$ cat config.mk
export PLATFORM = sky130hd
export DESIGN_NAME = joint_window_median_filter
export DESIGN_NICKNAME = d
export VERILOG_FILES = /design/src/design/jwmf_pkg.sv /design/src/design/joint_window_median_filter.sv /design/src/design/jwmf_sorter.sv /design/src/design/jwmf_dp.sv /design/src/design/jwmf_ctrl.sv
export SDC_FILE = /design/constraint.sdc
export NUM_CORES = 2
export LEC_CHECK = 0
export BUFFER_PORTS_ARGS = -buffer_cell sky130_fd_sc_hd__clkbuf_2
export CAP_MARGIN = 30
export CORE_UTILIZATION = 63
export DETAILED_ROUTE_END_ITERATION = 10
export PLACE_DENSITY = 0.79
export SYNTH_ARGS = -nofsm -noshare
export SYNTH_HDL_FRONTEND = slang
export SYNTH_SLANG_ARGS = --single-unit
$ cat constraint.sdc
create_clock -name i_clk -period 6.5 [get_ports i_clk]
set_clock_uncertainty 0.2 [all_clocks]
set_input_delay 0.325 -clock i_clk [delete_from_list [all_inputs] [get_ports i_clk]]
set_output_delay 0.325 -clock i_clk [all_outputs]
set_load 0.01 [all_outputs]
$ cat src/design/jwmf_pkg.sv
// Shared constants, FSM state type and controller/datapath interface structs.
`default_nettype none

package jwmf_pkg;

    // Default sizes
    localparam int JOINTS_DEF     = 8;
    localparam int WINDOW_DEF     = 8;
    localparam int COORD_BITS_DEF = 16;

    // Fixed port field widths
    localparam int JOINT_BITS = 3;
    localparam int IN_BITS    = 16;
    localparam int OUT_BITS   = 16;

    // Controller states
    typedef enum logic [2:0] {
        S_CLEAR,
        S_IDLE,
        S_WRITE,
        S_READ,
        S_DRAIN,
        S_DONE
    } t_state;

    // Commands from controller to datapath
    typedef struct packed {
        logic clr;    // zero one history entry, advance clear address
        logic load;   // capture request fields, empty the sorters
        logic write;  // store sample at joint's head if it is present
        logic rd;     // read one ring entry, advance read index
        logic fin;    // load the result registers
    } t_cmd;

    // Status from datapath to controller
    typedef struct packed {
        logic clr_last;  // clear address at last entry
        logic rd_last;   // read index at last ring slot
        logic in_range;  // captured joint number is below JOINTS
    } t_stat;

endpackage

`default_nettype wire

$ cat src/design/joint_window_median_filter.sv
// Top level of the per-joint sliding-window median filter.
//
//  channel  direction  handshake           payload
//  request  in         i_valid / o_ready   i_joint, i_sample_x, i_sample_y, i_sample_z
//  result   out        o_valid / i_ready   o_median_x, o_median_y, o_median_z
//
// A request goes from accept through a write state, a read of each ring
// slot from the single-port history memory, a drain state for the
// registered read and a result state to the next accept. A joint number
// not below JOINTS skips the read and drain states. After reset a clearing
// pass zeroes the history memory; o_ready stays low.
// A new request is taken while a result waits; a full result stage holds
// the next result in its last cycle.
`default_nettype none

module joint_window_median_filter #(
    parameter int JOINTS     = jwmf_pkg::JOINTS_DEF,
    parameter int WINDOW     = jwmf_pkg::WINDOW_DEF,
    parameter int COORD_BITS = jwmf_pkg::COORD_BITS_DEF
) (
    input  wire logic                            i_clk,
    input  wire logic                            i_rst_n,
    input  wire logic                            i_valid,
    output logic                                 o_ready,
    input  wire logic [jwmf_pkg::JOINT_BITS-1:0] i_joint,
    input  wire logic [jwmf_pkg::IN_BITS-1:0]    i_sample_x,
    input  wire logic [jwmf_pkg::IN_BITS-1:0]    i_sample_y,
    input  wire logic [jwmf_pkg::IN_BITS-1:0]    i_sample_z,
    output logic                                 o_valid,
    input  wire logic                            i_ready,
    output logic      [jwmf_pkg::OUT_BITS-1:0]   o_median_x,
    output logic      [jwmf_pkg::OUT_BITS-1:0]   o_median_y,
    output logic      [jwmf_pkg::OUT_BITS-1:0]   o_median_z
);
    import jwmf_pkg::*;

    t_cmd  cmd;
    t_stat stat;

    jwmf_ctrl u_ctrl (
        .i_clk   (i_clk),
        .i_rst_n (i_rst_n),
        .i_valid (i_valid),
        .o_ready (o_ready),
        .o_valid (o_valid),
        .i_ready (i_ready),
        .o_cmd   (cmd),
        .i_stat  (stat)
    );

    jwmf_dp #(
        .JOINTS     (JOINTS),
        .WINDOW     (WINDOW),
        .COORD_BITS (COORD_BITS)
    ) u_dp (
        .i_clk      (i_clk),
        .i_rst_n    (i_rst_n),
        .i_cmd      (cmd),
        .o_stat     (stat),
        .i_joint    (i_joint),
        .i_sample_x (i_sample_x),
        .i_sample_y (i_sample_y),
        .i_sample_z (i_sample_z),
        .o_median_x (o_median_x),
        .o_median_y (o_median_y),
        .o_median_z (o_median_z)
    );

endmodule

`default_nettype wire

$ cat src/design/jwmf_sorter.sv
// Insertion sorter for one coordinate: keeps nonzero values in ascending order.
`default_nettype none

module jwmf_sorter #(
    parameter int WINDOW     = jwmf_pkg::WINDOW_DEF,
    parameter int COORD_BITS = jwmf_pkg::COORD_BITS_DEF
) (
    input  wire logic                  i_clk,
    input  wire logic                  i_rst_n,
    input  wire logic                  i_clr,
    input  wire logic                  i_ins,
    input  wire logic [COORD_BITS-1:0] i_din,
    output logic      [COORD_BITS-1:0] o_median
);
    import jwmf_pkg::*;

    localparam int WW = (WINDOW > 1) ? $clog2(WINDOW) : 1;
    localparam int CW = $clog2(WINDOW + 1);

    logic [WINDOW-1:0][COORD_BITS-1:0] r_slot;
    logic [WINDOW-1:0][COORD_BITS-1:0] n_slot;
    logic [CW-1:0]                     r_cnt;
    logic [CW-1:0]                     n_cnt;
    logic [WINDOW-1:0]                 gt;
    logic                              do_ins;
    logic [CW-1:0]                     half;

    // Zero entries are never counted
    assign do_ins = i_ins && (i_din != '0);

    // Each slot either keeps, takes the new value, or shifts up from below
    for (genvar j = 0; j < WINDOW; j++) begin : g_slot
        logic [COORD_BITS-1:0] prev;
        logic                  first;
        if (j == 0) begin : g_lo
            assign prev  = i_din;
            assign first = 1'b1;
        end else begin : g_hi
            assign prev  = r_slot[j-1];
            assign first = !gt[j-1];
        end
        assign gt[j]     = (CW'(j) < r_cnt) && (i_din < r_slot[j]);
        assign n_slot[j] = !do_ins          ? r_slot[j] :
                           gt[j]            ? (first ? i_din : prev) :
                           (CW'(j) == r_cnt) ? (first ? i_din : prev) : r_slot[j];
    end

    // Fill count
    always_comb begin
        n_cnt = r_cnt;
        if (i_clr) begin
            n_cnt = '0;
        end else if (do_ins) begin
            n_cnt = r_cnt + 1'b1;
        end
    end

    always_ff @(posedge i_clk) begin
        if (!i_rst_n) begin
            r_cnt <= '0;
        end else begin
            r_cnt <= n_cnt;
        end
    end

    always_ff @(posedge i_clk) begin
        r_slot <= n_slot;
    end

    // Upper median: rank count/2 from the bottom
    assign half     = r_cnt >> 1;
    assign o_median = (r_cnt == '0) ? '0 : r_slot[half[WW-1:0]];

    // Count never exceeds the window
    a_cnt_bound: assert property (@(posedge i_clk) disable iff (!i_rst_n)
        32'(r_cnt) <= WINDOW)
        else $error("sorter count beyond window");

    // Each nonzero insert grows the count by one
    a_cnt_step: assert property (@(posedge i_clk) disable iff (!i_rst_n)
        (do_ins && !i_clr) |=> (r_cnt == CW'($past(r_cnt) + 1'b1)))
        else $error("sorter count did not advance on insert");

endmodule

`default_nettype wire

$ cat src/design/jwmf_dp.sv
// Datapath: history memory, write heads, ring readout and three sorters.
`default_nettype none

module jwmf_dp #(
    parameter int JOINTS     = jwmf_pkg::JOINTS_DEF,
    parameter int WINDOW     = jwmf_pkg::WINDOW_DEF,
    parameter int COORD_BITS = jwmf_pkg::COORD_BITS_DEF
) (
    input  wire logic                              i_clk,
    input  wire logic                              i_rst_n,
    input  wire jwmf_pkg::t_cmd                    i_cmd,
    output jwmf_pkg::t_stat                        o_stat,
    input  wire logic [jwmf_pkg::JOINT_BITS-1:0]   i_joint,
    input  wire logic [jwmf_pkg::IN_BITS-1:0]      i_sample_x,
    input  wire logic [jwmf_pkg::IN_BITS-1:0]      i_sample_y,
    input  wire logic [jwmf_pkg::IN_BITS-1:0]      i_sample_z,
    output logic      [jwmf_pkg::OUT_BITS-1:0]     o_median_x,
    output logic      [jwmf_pkg::OUT_BITS-1:0]     o_median_y,
    output logic      [jwmf_pkg::OUT_BITS-1:0]     o_median_z
);
    import jwmf_pkg::*;

    localparam int CB    = COORD_BITS;
    localparam int DEPTH = JOINTS * WINDOW;
    localparam int AW    = (DEPTH > 1) ? $clog2(DEPTH) : 1;
    localparam int JW    = (JOINTS > 1) ? $clog2(JOINTS) : 1;
    localparam int WW    = (WINDOW > 1) ? $clog2(WINDOW) : 1;
    localparam int JXW   = (JW > JOINT_BITS) ? JW : JOINT_BITS;

    logic [JOINT_BITS-1:0] r_joint;
    logic [CB-1:0]         r_x, r_y, r_z;
    logic [WW-1:0]         r_head [JOINTS];
    logic [AW-1:0]         r_clr_addr;
    logic [WW-1:0]         r_rd_idx;
    logic                  r_rd_vld;
    logic [3*CB-1:0]       r_rdata;
    logic [3*CB-1:0]       r_mem [DEPTH];
    logic [OUT_BITS-1:0]   r_med_x, r_med_y, r_med_z;

    logic [JXW-1:0]  joint_ext;
    logic [JW-1:0]   jidx;
    logic            in_range;
    logic            hit;
    logic [WW-1:0]   head_cur;
    logic [WW-1:0]   n_head;
    logic [AW-1:0]   base;
    logic            mem_we;
    logic [AW-1:0]   mem_waddr;
    logic [3*CB-1:0] mem_wdata;
    logic [AW-1:0]   rd_addr;
    logic [CB-1:0]   med_x, med_y, med_z;

    // Joint decode
    assign joint_ext = JXW'(r_joint);
    assign jidx      = joint_ext[JW-1:0];
    assign in_range  = (32'(r_joint) < 32'(JOINTS));
    assign hit       = in_range && (r_x != '0);
    assign head_cur  = r_head[jidx];
    assign n_head    = (32'(head_cur) == WINDOW - 1) ? '0 : head_cur + 1'b1;
    assign base      = AW'(jidx) * AW'(WINDOW);

    // Memory write port: clearing pass or sample store
    assign mem_we    = i_cmd.clr || (i_cmd.write && hit);
    assign mem_waddr = i_cmd.clr ? r_clr_addr : base + AW'(head_cur);
    assign mem_wdata = i_cmd.clr ? '0 : {r_z, r_y, r_x};
    assign rd_addr   = base + AW'(r_rd_idx);

    always_ff @(posedge i_clk) begin
        if (mem_we) begin
            r_mem[mem_waddr] <= mem_wdata;
        end
        if (i_cmd.rd) begin
            r_rdata <= r_mem[rd_addr];
        end
    end

    // Request capture, masked to coordinate width
    always_ff @(posedge i_clk) begin
        if (i_cmd.load) begin
            r_joint <= i_joint;
            r_x     <= CB'(i_sample_x);
            r_y     <= CB'(i_sample_y);
            r_z     <= CB'(i_sample_z);
        end
    end

    // Write heads, clear address, read index, read-data valid
    always_ff @(posedge i_clk) begin
        if (!i_rst_n) begin
            for (int i = 0; i < JOINTS; i++) begin
                r_head[i] <= '0;
            end
            r_clr_addr <= '0;
            r_rd_idx   <= '0;
            r_rd_vld   <= 1'b0;
        end else begin
            if (i_cmd.write && hit) begin
                r_head[jidx] <= n_head;
            end
            if (i_cmd.clr) begin
                r_clr_addr <= r_clr_addr + 1'b1;
            end
            if (i_cmd.load) begin
                r_rd_idx <= '0;
            end else if (i_cmd.rd) begin
                r_rd_idx <= r_rd_idx + 1'b1;
            end
            r_rd_vld <= i_cmd.rd;
        end
    end

    // One sorter per coordinate
    jwmf_sorter #(.WINDOW(WINDOW), .COORD_BITS(CB)) u_sort_x (
        .i_clk    (i_clk),
        .i_rst_n  (i_rst_n),
        .i_clr    (i_cmd.load),
        .i_ins    (r_rd_vld),
        .i_din    (r_rdata[CB-1:0]),
        .o_median (med_x)
    );

    jwmf_sorter #(.WINDOW(WINDOW), .COORD_BITS(CB)) u_sort_y (
        .i_clk    (i_clk),
        .i_rst_n  (i_rst_n),
        .i_clr    (i_cmd.load),
        .i_ins    (r_rd_vld),
        .i_din    (r_rdata[2*CB-1:CB]),
        .o_median (med_y)
    );

    jwmf_sorter #(.WINDOW(WINDOW), .COORD_BITS(CB)) u_sort_z (
        .i_clk    (i_clk),
        .i_rst_n  (i_rst_n),
        .i_clr    (i_cmd.load),
        .i_ins    (r_rd_vld),
        .i_din    (r_rdata[3*CB-1:2*CB]),
        .o_median (med_z)
    );

    // Result registers; unknown joint gives zeros
    always_ff @(posedge i_clk) begin
        if (i_cmd.fin) begin
            r_med_x <= in_range ? OUT_BITS'(med_x) : '0;
            r_med_y <= in_range ? OUT_BITS'(med_y) : '0;
            r_med_z <= in_range ? OUT_BITS'(med_z) : '0;
        end
    end

    assign o_median_x = r_med_x;
    assign o_median_y = r_med_y;
    assign o_median_z = r_med_z;

    // Status
    assign o_stat.clr_last = (r_clr_addr == AW'(DEPTH - 1));
    assign o_stat.rd_last  = (32'(r_rd_idx) == WINDOW - 1);
    assign o_stat.in_range = in_range;

endmodule

`default_nettype wire

$ cat src/design/jwmf_ctrl.sv
// Controller FSM: clearing pass, request sequencing and result handoff.
`default_nettype none

module jwmf_ctrl (
    input  wire logic            i_clk,
    input  wire logic            i_rst_n,
    input  wire logic            i_valid,
    output logic                 o_ready,
    output logic                 o_valid,
    input  wire logic            i_ready,
    output jwmf_pkg::t_cmd       o_cmd,
    input  wire jwmf_pkg::t_stat i_stat
);
    import jwmf_pkg::*;

    t_state r_state;
    t_state n_state;
    logic   r_o_valid;
    logic   out_free;

    // Result register can take a new value
    assign out_free = !r_o_valid || i_ready;

    // Next state
    always_comb begin
        n_state = r_state;
        case (r_state)
            S_CLEAR: if (i_stat.clr_last) n_state = S_IDLE;
            S_IDLE:  if (i_valid)         n_state = S_WRITE;
            S_WRITE: n_state = i_stat.in_range ? S_READ : S_DONE;
            S_READ:  if (i_stat.rd_last)  n_state = S_DRAIN;
            S_DRAIN: n_state = S_DONE;
            S_DONE:  if (out_free)        n_state = S_IDLE;
            default: n_state = S_CLEAR;
        endcase
    end

    // Outputs
    always_comb begin
        o_cmd   = '0;
        o_ready = 1'b0;
        case (r_state)
            S_CLEAR: o_cmd.clr = 1'b1;
            S_IDLE: begin
                o_ready    = 1'b1;
                o_cmd.load = i_valid;
            end
            S_WRITE: o_cmd.write = 1'b1;
            S_READ:  o_cmd.rd    = 1'b1;
            S_DRAIN: o_cmd       = '0;
            S_DONE:  o_cmd.fin   = out_free;
            default: o_cmd       = '0;
        endcase
    end

    always_ff @(posedge i_clk) begin
        if (!i_rst_n) begin
            r_state   <= S_CLEAR;
            r_o_valid <= 1'b0;
        end else begin
            r_state <= n_state;
            if (o_cmd.fin) begin
                r_o_valid <= 1'b1;
            end else if (i_ready) begin
                r_o_valid <= 1'b0;
            end
        end
    end

    assign o_valid = r_o_valid;

    // A pending result is never overwritten
    a_no_overwrite: assert property (@(posedge i_clk) disable iff (!i_rst_n)
        o_cmd.fin |-> (!r_o_valid || i_ready))
        else $error("result overwritten while still pending");

    // A blocked result stays in DONE
    a_done_hold: assert property (@(posedge i_clk) disable iff (!i_rst_n)
        (r_state == S_DONE && r_o_valid && !i_ready) |=> (r_state == S_DONE))
        else $error("left DONE while output blocked");

endmodule

`default_nettype wire
==> results by group <==
Run status
  • Status: finished clean

Power and ir drop
  • Psw: 9.24 mW
  • Sw Share: 19.7%
  • Comb pwr share: less than 1%
  • Sequential share of power: 54.8%
  • Clock power frac: 44.4%
  • Int Pwr: 37.6 mW
  • Max IR drop VDD: 0.341 mV
  • Pwr dens: between 200 and 300 nW/um^2
  • Lkg Pwr: 55.0 nW

Critical path
  • CP Max Fanout: 27
  • Worst path slowest cell: nor2_4
  • WP data arrival: between 4 and 5 ns
  • Kind of cell adding the most delay to the critical path: simple AND/OR/NAND/NOR gates
  • Startpoint Class: register
  • Worst setup path end: u_dp.r_mem[16][17]
  • WP data required: 6.90 ns
  • Critical path capture point type: register
  • CP bufs+invs: 1
  • RR Endpoint: u_dp.r_mem[16][17]
  • Flop2flop setup slack: around 1.9 ns
  • Critical-path cell list: mux4_2 -> mux2i_1 -> nand2_1 -> o21a_1 -> or3b_1 -> nor2_4 -> buf_4
  • Crit path kind: register to register
  • Slowest stage delay, CP: 0.77 ns
  • Worst Reg-to-Reg Cells: 7
  • Number of cells on the critical path: 7

CTS
  • Post CTS Setup Buffer Count: 0
  • Root Buffer: clkbuf_16
  • Cts bufs inserted: 370
  • Clk sinks: 3656
  • Clock latency on the worst-skew pair: 1.01 ns
  • Longest Clk Path Bufs: 4
  • TritonCTS clock tree: yes
  • H-tree depth: 5
  • Clk slew on worst S/H paths: approximately 0.06 ns

Route
  • Iteration-0 DRC Markers: 12.3k
  • Total number of vias: 84.5k
  • ANT nets after route: 0
  • Post-Route WL: 422000 um
  • Vias per Instance: 7.11
  • Post-route DRC violation count: 0
  • Pre-antenna DRT Iters: 8
  • WL/cell: 35.5 um

Logic synthesis
  • Mapped Area: ~150000 um^2
  • Post-synthesis simple-gate area fraction: 2.37%
  • Seq/Total Area, Yosys: a little under three quarters
  • Post-Syn Nets: between 8k and 9k
  • Post-synthesis adder-cell area fraction: around 3.1%
  • Post-synth EDFFs: 3627
  • Synth Area in Compound Gates: about 3.5%
  • Yosys reg bits: ~3.7k
  • Synth unique cells: 64
  • Cells after Synth: 7892
  • Mux contribution to synthesized area: around 17%
  • Largest family of logic cells by synthesized area: multiplexers
  • Mapped Avg Cell Area: between 15 and 20 um^2
  • Yosys warns: 0
  • Primary FF master, synth: edfxtp_1
  • Synth Area in XOR/XNOR: less than 1%
  • Post-synth ARST share: 0%

Final layout
  • Core Util, Final: 71.4%
  • Reg area: 110000 um^2
  • Multi-input gate area: 40300 um^2
  • Nets: around 8.8k
  • Ratio of cells with drive above 1 in the final layout: 25.1%
  • Area growth syn-to-layout: 12.7%
  • Filler cells: 13.6k

Die
  • Die Span X: 494 um
  • Row count: 180
  • Core area: 240000 um^2
  • Die area: 244000 um^2
  • Initial Util: 63.3%
  • Die H: slightly below 500 um
  • Num ports: around 110

Timing
  • # setup viols final: 0
  • Fin crit share: 70.0%
  • Hold WS: ~0.0073 ns
  • Fmax: 0.220 GHz
  • Worst relative slew slack: a little over a fifth
  • Min Tclk post-route: 4.55 ns
  • Hold Violations, Final: 0
  • RSZ-0062 raised after global routing: no
  • Final count of pins violating max slew: 0
  • Worst slew pin tran: 1.14 ns
  • Final TNS setup: 0 ns
  • Setup ws final: 1.95 ns

Global route
  • Antenna violations before repair: 31
  • Overflow after GRT: 0
  • Pin count of the biggest net entering global routing: 88
  • First-pass GRT wire length: 597000 um
  • Vias in the first global route: 84.6k
  • All-Layer GR Usage: approximately a third

Worst hold path
  • Hold Crit Class: primary input to register
  • Hold Startpoint: i_joint[2]

Placed design
  • DP HPWL: 243000 um
  • Port buffer count: 104
  • Placement Setup Slack: 1.90 ns
  • Final GP Congestion: 0.897

Job
  • Max cap viols: 0
kinds of logic (layout without fill, tap and decap cells):
logic type,count (synthesis),in the layout
flip-flops,3656,3656
multiplexers,1536,1536
AO/OA/AOI/OAI,823,823
buffers and inverters,757,1549
AND/OR/NAND/NOR,733,733
adder cells (fa/ha/maj),374,374
XOR/XNOR,13,13
other,0,10
stage by stage:
stage / area, um^2 / std cells / power (mW)
4_1_cts: 171000 / 11900 / 46.9
5_1_grt: 171000 / 11900 / 47.7
2_1_floorplan: 152000 / 7892 / 26.3
3_3_place_gp: 158000 / 11100 / 26.5
6_report: 171000 / 11900 / 46.8
3_5_place_dp: 159000 / 11100 / 26.5
registers in the layout (all words and copies together) (netlist names), 24 cells and up, named ones only:
signal	cells
u_dp.r_mem	3072
u_dp.r_head	24
u_dp.u_sort_z.g_slot.prev	112
u_dp.u_sort_x.g_slot.prev	112
u_dp.u_sort_y.g_slot.prev	112
u_dp.r_rdata	48
worst reg2reg max path, stage by stage, from the launching register on:
cell     delay (ns)
dfxtp_1        0.53
mux4_2         0.55
mux2i_1        0.35
nand2_1        0.19
o21a_1         0.28
or3b_1         0.61
nor2_4         0.78
buf_4          0.67
what timing repair did:
action | in CTS | in global routing
gates resized for setup | 0 | 0
hold buffers | 101 | 0
hold endpoints to repair | 98 | 0
power groups by stage:
stage	sequential, mW	clock, mW	combinational, mW
floorplan	26.2	0	0.133
finish	25.7	20.8	0.374
detailed placement	26.2	0	0.305
CTS	25.7	20.8	0.356
global placement	26.2	0	0.295
global route	25.7	21.6	0.381
metal layers:
metal | track usage (%) | vias up | share of wire (%)
met1 | 45.1 | 43000 | 34
met3 | 10.5 | 1345 | 13
li1 | - | 33300 | -
met4 | 17.1 | 34 | 5.4
met2 | 54.1 | 6866 | 47
met5 | 0 | - | 0.056
cell usage in the layout (no fill, tap or decap), drive strengths merged, types with 10 or more instances in the layout:
cell	count
edfxtp	3627
mux4	792
clkbuf	564
inv	397
mux2i	395
ha	374
mux2	349
buf	305
nand2	243
o21ai	206
nor2	168
o22ai	162
a21oi	150
clkinv	138
dlygate4sd3	101
nor2b	72
a221oi	61
a21o	49
or4	39
a211oi	39
nand4	38
nand3	38
bufinv	33
a22oi	31
and3	29
dfxtp	29
nand2b	25
o211ai	25
o21a	23
nor4	22
a2111oi	18
nor3	14
and4	13
and2	11
nand3b	11
xnor2	11
clkinvlp	11
diode	10
worst min path at each step:
stage                                    end  depth (start not counted)
final                           u_dp.jidx[2]                          2
after global routing            u_dp.jidx[2]                          2
after CTS                       u_dp.jidx[2]                          2
after detailed placement        u_dp.r_z[11]                          1
after global placement    u_dp.r_clr_addr[1]                          2
after floorplan                 u_dp.jidx[0]                          0
cell type report:
class / count / share of cell area [%]
multi-input cells: 3479 / 23.5
inverters: 389 / 0.856
clock buffers: 459 / 5.63
flip-flops and latches: 3656 / 63.9
well taps: 3185 / 2.32
diodes: 10 / 0.0146
repair buffers: 511 / 2.72
clock inverters: 190 / 1.06
Yosys cell counts (all sizes together) (39+ instances only):
| cell | n | area share, % |
|---|---|---|
| mux2i | 395 | 2.6 |
| nand2 | 243 | 0.60 |
| nor2 | 168 | 0.41 |
| mux4 | 792 | 12 |
| buf | 218 | 0.85 |
| a211oi | 39 | 0.20 |
| edfxtp | 3627 | 72 |
| a221oi | 61 | 0.35 |
| o21ai | 206 | 0.68 |
| clkbuf | 150 | 0.37 |
| a21o | 49 | 0.24 |
| mux2 | 349 | 2.6 |
| nor2b | 72 | 0.30 |
| o22ai | 162 | 0.67 |
| inv | 388 | 0.96 |
| ha | 374 | 3.1 |
| a21oi | 150 | 0.51 |
| or4 | 39 | 0.19 |
(Power assumes the default switching activity.)
